[src/rtl/core/odr_pkg.sv]
// ----------------------------------------------------------------------------
// odr_pkg
// Shared types, codes and helpers of the odometry ratio calibrator.
// ----------------------------------------------------------------------------
package odr_pkg;

  localparam int FRAC_BITS_DEF = 16;

  localparam logic [31:0] DURATION_RST = 32'd10000000;
  localparam logic [16:0] FORGET_RST   = 17'd6554;
  localparam logic [15:0] FLOOR_RST    = 16'd655;
  localparam logic [16:0] WEIGHT_ONE   = 17'd65536;

  localparam logic [1:0] CFG_DURATION = 2'd0;
  localparam logic [1:0] CFG_FORGET   = 2'd1;
  localparam logic [1:0] CFG_FLOOR    = 2'd2;

  localparam logic [31:0] S32_MAX = 32'h7FFF_FFFF;
  localparam logic [31:0] S32_MIN = 32'h8000_0000;

  localparam logic [4:0] OP_NONE   = 5'd0;
  localparam logic [4:0] OP_LOAD   = 5'd1;
  localparam logic [4:0] OP_TIME   = 5'd2;
  localparam logic [4:0] OP_SQ_RX  = 5'd3;
  localparam logic [4:0] OP_SQ_RY  = 5'd4;
  localparam logic [4:0] OP_SQ_EX  = 5'd5;
  localparam logic [4:0] OP_SQ_EY  = 5'd6;
  localparam logic [4:0] OP_VREF   = 5'd7;
  localparam logic [4:0] OP_VEST   = 5'd8;
  localparam logic [4:0] OP_RED    = 5'd9;
  localparam logic [4:0] OP_Q      = 5'd10;
  localparam logic [4:0] OP_BAS    = 5'd11;
  localparam logic [4:0] OP_BAS0   = 5'd12;
  localparam logic [4:0] OP_ACC    = 5'd13;
  localparam logic [4:0] OP_EMA_RA = 5'd14;
  localparam logic [4:0] OP_EMA_RB = 5'd15;
  localparam logic [4:0] OP_EMA_RW = 5'd16;
  localparam logic [4:0] OP_EMA_BA = 5'd17;
  localparam logic [4:0] OP_EMA_BB = 5'd18;
  localparam logic [4:0] OP_EMA_BW = 5'd19;
  localparam logic [4:0] OP_FIN    = 5'd20;
  localparam logic [4:0] OP_AVGR   = 5'd21;
  localparam logic [4:0] OP_AVGB   = 5'd22;
  localparam logic [4:0] OP_OUT    = 5'd23;

  localparam logic [2:0] DIV_RED  = 3'd0;
  localparam logic [2:0] DIV_Q    = 3'd1;
  localparam logic [2:0] DIV_BAS  = 3'd2;
  localparam logic [2:0] DIV_AVGR = 3'd3;
  localparam logic [2:0] DIV_AVGB = 3'd4;

  typedef struct packed {
    logic [4:0] op;
    logic       div_go;
    logic       sqrt_go;
    logic [2:0] div_sel;
  } odr_cmd_t;

  typedef struct packed {
    logic running;
    logic started;
    logic pass;
    logic red_zero;
    logic count_nz;
    logic dirty;
    logic done;
    logic div_done;
    logic sqrt_done;
    logic out_free;
  } odr_stat_t;

  function automatic logic [31:0] abs32(input logic [31:0] x);
    abs32 = x[31] ? (~x + 32'd1) : x;
  endfunction

  function automatic logic [31:0] sat_mag(input logic neg, input logic [63:0] mag);
    if (!neg) begin
      sat_mag = (mag > {32'd0, S32_MAX}) ? S32_MAX : mag[31:0];
    end else begin
      sat_mag = (mag > {32'd0, S32_MIN}) ? S32_MIN : (~mag[31:0] + 32'd1);
    end
  endfunction

  function automatic logic [31:0] sat66(input logic signed [65:0] v);
    if (v > $signed({34'd0, S32_MAX})) begin
      sat66 = S32_MAX;
    end else if (v < $signed({{34{1'b1}}, S32_MIN})) begin
      sat66 = S32_MIN;
    end else begin
      sat66 = v[31:0];
    end
  endfunction

endpackage

[src/rtl/core/odr_ctrl.sv]
// ----------------------------------------------------------------------------
// odr_ctrl
// Sequencer: steps the datapath through one sample.
// ----------------------------------------------------------------------------
module odr_ctrl
  import odr_pkg::*;
(
  input  logic      clk_i,
  input  logic      rst_ni,
  input  logic      in_valid_i,
  output logic      in_ready_o,
  input  odr_stat_t stat_i,
  output odr_cmd_t  cmd_o
);

  localparam logic [4:0] ST_IDLE    = 5'd0;
  localparam logic [4:0] ST_TIME    = 5'd1;
  localparam logic [4:0] ST_SQ_RX   = 5'd2;
  localparam logic [4:0] ST_SQ_RY   = 5'd3;
  localparam logic [4:0] ST_SQRT_R  = 5'd4;
  localparam logic [4:0] ST_WAIT_SR = 5'd5;
  localparam logic [4:0] ST_PASS    = 5'd6;
  localparam logic [4:0] ST_SQ_EX   = 5'd7;
  localparam logic [4:0] ST_SQ_EY   = 5'd8;
  localparam logic [4:0] ST_SQRT_E  = 5'd9;
  localparam logic [4:0] ST_WAIT_SE = 5'd10;
  localparam logic [4:0] ST_DIV_RED = 5'd11;
  localparam logic [4:0] ST_WT_RED  = 5'd12;
  localparam logic [4:0] ST_DIV_Q   = 5'd13;
  localparam logic [4:0] ST_WT_Q    = 5'd14;
  localparam logic [4:0] ST_DIV_BAS = 5'd15;
  localparam logic [4:0] ST_WT_BAS  = 5'd16;
  localparam logic [4:0] ST_BAS0    = 5'd17;
  localparam logic [4:0] ST_ACC     = 5'd18;
  localparam logic [4:0] ST_EMA_RA  = 5'd19;
  localparam logic [4:0] ST_EMA_RB  = 5'd20;
  localparam logic [4:0] ST_EMA_RW  = 5'd21;
  localparam logic [4:0] ST_EMA_BA  = 5'd22;
  localparam logic [4:0] ST_EMA_BB  = 5'd23;
  localparam logic [4:0] ST_EMA_BW  = 5'd24;
  localparam logic [4:0] ST_FIN     = 5'd25;
  localparam logic [4:0] ST_DIV_AR  = 5'd26;
  localparam logic [4:0] ST_WT_AR   = 5'd27;
  localparam logic [4:0] ST_DIV_AB  = 5'd28;
  localparam logic [4:0] ST_WT_AB   = 5'd29;
  localparam logic [4:0] ST_OUT     = 5'd30;

  logic [4:0] state_q, state_d;

  assign in_ready_o = (state_q == ST_IDLE);

  always_comb begin
    state_d       = state_q;
    cmd_o.op      = OP_NONE;
    cmd_o.div_go  = 1'b0;
    cmd_o.sqrt_go = 1'b0;
    cmd_o.div_sel = DIV_RED;
    unique case (state_q)
      ST_IDLE: begin
        if (in_valid_i) begin
          cmd_o.op = OP_LOAD;
          state_d  = ST_TIME;
        end
      end
      ST_TIME: begin
        cmd_o.op = OP_TIME;
        state_d  = (stat_i.running && stat_i.started) ? ST_SQ_RX : ST_IDLE;
      end
      ST_SQ_RX: begin cmd_o.op = OP_SQ_RX; state_d = ST_SQ_RY; end
      ST_SQ_RY: begin cmd_o.op = OP_SQ_RY; state_d = ST_SQRT_R; end
      ST_SQRT_R: begin cmd_o.sqrt_go = 1'b1; state_d = ST_WAIT_SR; end
      ST_WAIT_SR: begin
        if (stat_i.sqrt_done) begin
          cmd_o.op = OP_VREF;
          state_d  = ST_PASS;
        end
      end
      ST_PASS:  state_d = stat_i.pass ? ST_SQ_EX : ST_FIN;
      ST_SQ_EX: begin cmd_o.op = OP_SQ_EX; state_d = ST_SQ_EY; end
      ST_SQ_EY: begin cmd_o.op = OP_SQ_EY; state_d = ST_SQRT_E; end
      ST_SQRT_E: begin cmd_o.sqrt_go = 1'b1; state_d = ST_WAIT_SE; end
      ST_WAIT_SE: begin
        if (stat_i.sqrt_done) begin
          cmd_o.op = OP_VEST;
          state_d  = ST_DIV_RED;
        end
      end
      ST_DIV_RED: begin
        cmd_o.div_go = 1'b1; cmd_o.div_sel = DIV_RED; state_d = ST_WT_RED;
      end
      ST_WT_RED: begin
        if (stat_i.div_done) begin
          cmd_o.op = OP_RED;
          state_d  = ST_DIV_Q;
        end
      end
      ST_DIV_Q: begin
        cmd_o.div_go = 1'b1; cmd_o.div_sel = DIV_Q; state_d = ST_WT_Q;
      end
      ST_WT_Q: begin
        if (stat_i.div_done) begin
          cmd_o.op = OP_Q;
          state_d  = stat_i.red_zero ? ST_BAS0 : ST_DIV_BAS;
        end
      end
      ST_DIV_BAS: begin
        cmd_o.div_go = 1'b1; cmd_o.div_sel = DIV_BAS; state_d = ST_WT_BAS;
      end
      ST_WT_BAS: begin
        if (stat_i.div_done) begin
          cmd_o.op = OP_BAS;
          state_d  = ST_ACC;
        end
      end
      ST_BAS0:   begin cmd_o.op = OP_BAS0;   state_d = ST_ACC; end
      ST_ACC:    begin cmd_o.op = OP_ACC;    state_d = ST_EMA_RA; end
      ST_EMA_RA: begin cmd_o.op = OP_EMA_RA; state_d = ST_EMA_RB; end
      ST_EMA_RB: begin cmd_o.op = OP_EMA_RB; state_d = ST_EMA_RW; end
      ST_EMA_RW: begin cmd_o.op = OP_EMA_RW; state_d = ST_EMA_BA; end
      ST_EMA_BA: begin cmd_o.op = OP_EMA_BA; state_d = ST_EMA_BB; end
      ST_EMA_BB: begin cmd_o.op = OP_EMA_BB; state_d = ST_EMA_BW; end
      ST_EMA_BW: begin cmd_o.op = OP_EMA_BW; state_d = ST_FIN; end
      ST_FIN: begin
        cmd_o.op = OP_FIN;
        if (!stat_i.dirty && !stat_i.done) begin
          state_d = ST_IDLE;
        end else begin
          state_d = stat_i.count_nz ? ST_DIV_AR : ST_OUT;
        end
      end
      ST_DIV_AR: begin
        cmd_o.div_go = 1'b1; cmd_o.div_sel = DIV_AVGR; state_d = ST_WT_AR;
      end
      ST_WT_AR: begin
        if (stat_i.div_done) begin
          cmd_o.op = OP_AVGR;
          state_d  = ST_DIV_AB;
        end
      end
      ST_DIV_AB: begin
        cmd_o.div_go = 1'b1; cmd_o.div_sel = DIV_AVGB; state_d = ST_WT_AB;
      end
      ST_WT_AB: begin
        if (stat_i.div_done) begin
          cmd_o.op = OP_AVGB;
          state_d  = ST_OUT;
        end
      end
      ST_OUT: begin
        if (stat_i.out_free) begin
          cmd_o.op = OP_OUT;
          state_d  = ST_IDLE;
        end
      end
      default: state_d = ST_IDLE;
    endcase
  end

  always_ff @(posedge clk_i or negedge rst_ni) begin
    if (!rst_ni) begin
      state_q <= ST_IDLE;
    end else begin
      state_q <= state_d;
    end
  end

endmodule

[config.mk]
export PLATFORM = sky130hd
export DESIGN_NAME = odr_ctrl
export DESIGN_NICKNAME = d
export VERILOG_FILES = /design/src/rtl/core/odr_pkg.sv /design/src/rtl/core/odr_ctrl.sv
export SDC_FILE = /design/constraint.sdc
export NUM_CORES = 1
export LEC_CHECK = 0
export BUFFER_PORTS_ARGS = -buffer_cell sky130_fd_sc_hd__clkbuf_2
export CAP_MARGIN = 20
export CORE_MARGIN = 2
export CORE_UTILIZATION = 58
export CTS_CLUSTER_SIZE = 20
export DETAILED_ROUTE_END_ITERATION = 10
export PLACE_DENSITY_LB_ADDON = 0.15
export SYNTH_ARGS = -nofsm -noshare
export SYNTH_HDL_FRONTEND = slang
export SYNTH_SLANG_ARGS = --single-unit
[constraint.sdc]
create_clock -name clk_i -period 5.51 [get_ports clk_i]
set_input_delay 0.551 -clock clk_i [delete_from_list [all_inputs] [get_ports clk_i]]
set_output_delay 0.551 -clock clk_i [all_outputs]
set_load 0.05 [all_outputs]
Word-level counts from Yosys, hierarchy flattened
Index checks and enable logic that the tools add are counted.
{ "op_classes": {"n_addsub": 0, "n_mul": 0, "div_mod_pow": 0, "n_lt_le_gt_ge": 0, "n_eq_ne": 39, "shift": 0, "mux": 28, "bitwise_logic": 0, "reduce_logical": 8} }
{ "ops": {"columns": ["cell", "count"], "rows": [
  ["$pmux 5 s31", 1],
  ["$pmux 5 s23", 1],
  ["$eq 5x5->1 const B", 15],
  ["$mux 5", 15],
  ["$eq 5x4->1 const B", 8],
  ["$eq 5x3->1 const B", 4],
  ["$ne 2x2->1 const B", 9],
  ["$mux 4", 4],
  ["$pmux 3 s4", 1],
  ["$eq 5x2->1 const B", 2],
  ["$reduce_and 9->1", 1],
  ["$mux 3", 2],
  ["$eq 5x1->1 const B", 1],
  ["$logic_not 5->1", 1],
  ["$reduce_or 5->1", 1],
  ["$mux 1", 3],
  ["$logic_and 1x1->1", 2],
  ["$logic_not 1->1", 2],
  ["$mux 2", 1],
  ["$reduce_or 2->1", 1]
]} }
{ "totals": {"regBits": 5, "latch_bits": 0, "ramBits": 0, "romBits": 0, "output_inout_bits": 11, "word_cells": 76, "mem_count": 0} }

Longest topological paths before layout
{ "logic_depth": {"word_depth": 4, "depth_mapped": 8, "depth_no_buf": 5} }

Worst setup path after synthesis
No wires, ideal clock.
{ "synth_path": {"path_kind": "register to output", "start": "register state_q[2]", "end": "output cmd_o[4] in the netlist's numbering", "arrival_time_ns": 2.487, "t_required_ns": 4.959, "setup_slack_ns": 2.472, "path_stages_with_launch": 7, "path_buffers": 4, "path_cell_list": "dfrtp_1 > buf_6 > buf_2 > buf_1 > buf_1 > o21ai_0 > a211oi_1"} }
{ "synth_rtl": {"columns": ["item", "line_no", "rtl"], "rows": [
  ["from (decl)", "odr_ctrl.sv:48", "logic [4:0] state_q, state_d;"],
  ["from (signal assigned)", "odr_ctrl.sv:163", "state_q <= state_d;"],
  ["to (decl)", "odr_ctrl.sv:13", "output odr_cmd_t cmd_o"]
]} }

==> metrics.txt <==
outcome finished clean; number of antenna violations at the first check in global routing 0; Reg-to-Reg Start state_q[1]$_DFFE_PN0P_; layout cells sized above 1 0.216; DRC viols 0; Pre-Repair DR Iteration Count 4; largest net degree at the start of global routing 46; Top delay family on crit path flip-flops; mux cell area share after synthesis 0.0579; Synthesized Nets about 180; fraction of registers with async set/reset 1.00; CTS root buffer clkbuf_4; clock-pin slew on the worst setup and hold paths approximately 40 ps; Largest register FFs 5; core area approximately 0.0017 mm²; # diodes 0; compound-cell area share of the yosys netlist 0.356; Post-Synth Simple-Gate Area 0.362; number of global-route vias before repair between 900 and 1000; worst hold slack roughly 110 ps; Top-Level Pins 24; worst path cell trace nor2b_1 -> mux2_1 -> nand3_1 -> a21oi_1 -> or4_1 -> clkbuf_2; Die Wd about 47 µm; Starting DRT DRC Count 38; largest register by flop count state_q; FF+latch area about 130 µm²; NumNets Final about 190; FILL cells 177; final setup fails 0; RSZ-0062 raised after global routing no; Area contributors post-synth dfrtp_1 (12%), a21oi_1 (6.9%), nand2_1 (5.2%), o21ai_0 (5.1%), nor2_1 (4.9%); measured slew at the worst slew-check pin 1030 ps; classification of the worst-slack hold path in -> async; Pleak roughly 0.50 nW; largest family of logic cells by synthesized area simple AND/OR/NAND/NOR gates; Die ar. about 0.0022 mm²; worst skew pair latency around 250 ps; Layout Skew between 1.5 and 2 ps; TritonCTS clock tree yes; FF+latch count, synth 5; Avg Synthesized Cell Area around 6.7 µm²; DP Wirelength about 1800 µm; prevailing post-synth register cell dfrtp_1; commonest cells in the netlist a21oi_1 (15), nand2_1 (15), nor2_1 (14), o21ai_0 (11), nor3_1 (9); Worst Path Required between 4000 and 5000 ps; Max VDD drop approximately 0.51 mV; area taken by multi-input logic gates 848 µm²; max cap viols 0; GR Overflow Total 0; routability-driven placement congestion ratio between 0.8 and 0.9; FMAX about 320 MHz; max incr delay on CP around 900 ps; htree depth 1; first-pass GRT wire length roughly 4600 µm; Inst Count DP roughly 190; Post-Syn Area between 0.001 and 0.0015 mm²; sequential share of the synthesized area 0.116; Max-slew headroom 0.311; Overall Global Routing Usage 0.288; CTS Sinks 5; CP Class reg -> out; Crit. Startpoint state_q[4]$_DFFE_PN0P_; vias per cell between 6 and 7; Vert. Die Dim approximately 47 µm; Pins Over Slew Limit 0; startpoint class of the critical path register; Routed Antenna Nets 0; Syn Inst Count about 160; cts repair resizes 0; number of port buffers 23; Final Hold Viols 0; Arrival @ worst endpoint between 2000 and 3000 ps; top cell type's share of synthesized area 0.116; synthesis-to-layout area growth 8.45%; Crit Path Max Fanout 28; row count 15; total CTS buffers 3; cell accounting for the most synthesized area dfrtp_1; routed wire length 2760 µm; via count around 1200; Tmin final around 3100 ps; Pwr Density 719 mW/mm²; post-synthesis xor/xnor area fraction 0.00810; Post-synth EDFFs 0; worst-case clock buffer depth 2; adder-cell share of the synthesized area 0; crit share post-route 0.566; initial core utilization 0.619; Fin Setup TNS 0 ps; DR WL/cell approximately 14 µm; Yosys warning total 0; Slowest-stage cell, CP dfrtp_1; Unique masters post-synth 51; crit path buf inv count 1; Finished Layout Cells a little under 200; Post-CTS Hold Buffers 0; critical path capture point type output port; largest registers state_q (5); Post CTS Setup Buffer Count 0
==> layout make-up <==
cell class / instances / share of cell area
multi-input cells: 133 / 0.724
flip-flops and latches: 5 / 0.107
repair buffers: 24 / 0.105
well taps: 25 / 0.0267
clock buffers: 4 / 0.0224
inverters: 5 / 0.0160
==> report_power, final <==
part	internal, W	switching, W
sequential	0.0000538	0.000117
combinational	0.000242	0.000387
clock	0.0000274	0.0000151
==> metal layers <==
layer | vias up | part of all wire | track usage
met5 | - | 0 | 0
met4 | 0 | 0.0051 | 0.128
met3 | 2 | 0.049 | 0.0538
met2 | 44 | 0.44 | 0.411
met1 | 557 | 0.50 | 0.416
li1 | 618 | - | -
==> layout by cell type (no fill, tap or decap), types with 3 or more instances in the layout <==
| cell | count |
|---|---|
| o21ai_0 | 11 |
| or3_1 | 4 |
| inv_1 | 4 |
| nand3_1 | 7 |
| a31oi_1 | 3 |
| dfrtp_1 | 5 |
| nor2_1 | 14 |
| clkbuf_2 | 23 |
| nor2b_1 | 6 |
| clkbuf_4 | 3 |
| nor4bb_1 | 3 |
| o31ai_1 | 4 |
| a21oi_1 | 15 |
| nand2_1 | 15 |
| nor3_1 | 9 |
| o21bai_1 | 3 |
==> stage by stage <==
stage	power, W	area, µm²	util	worst slack [ps]
3_5_place_dp	0.000791	1150	0.657	2680
6_report	0.000843	1170	0.672	2390
3_3_place_gp	0.000783	1150	0.657	2730
2_1_floorplan	0.000699	1080	-	2470
5_1_grt	0.000915	1170	0.672	2240
4_1_cts	0.000838	1170	0.672	2400
==> cells by family (layout without fill, tap and decap cells) <==
family	after synthesis	in the layout
AO/OA/AOI/OAI	57	57
XOR/XNOR	1	1
buffers and inverters	24	33
flip-flops	5	5
multiplexers	5	5
AND/OR/NAND/NOR	70	70
==> worst paths after layout <==
path	end	slack (ps)	depth (start not counted)
max	cmd_o[6]	2390	6
max reg2reg	state_q[1]$_DFFE_PN0P_	3140	5
min reg2reg	state_q[2]$_DFFE_PN0P_	940	2
max in group asynchronous	state_q[4]$_DFFE_PN0P_	5270	1
min	state_q[2]$_DFFE_PN0P_	110	1
min in group clk_i	state_q[4]$_DFFE_PN0P_	730	4
(Power assumes the default switching activity.)
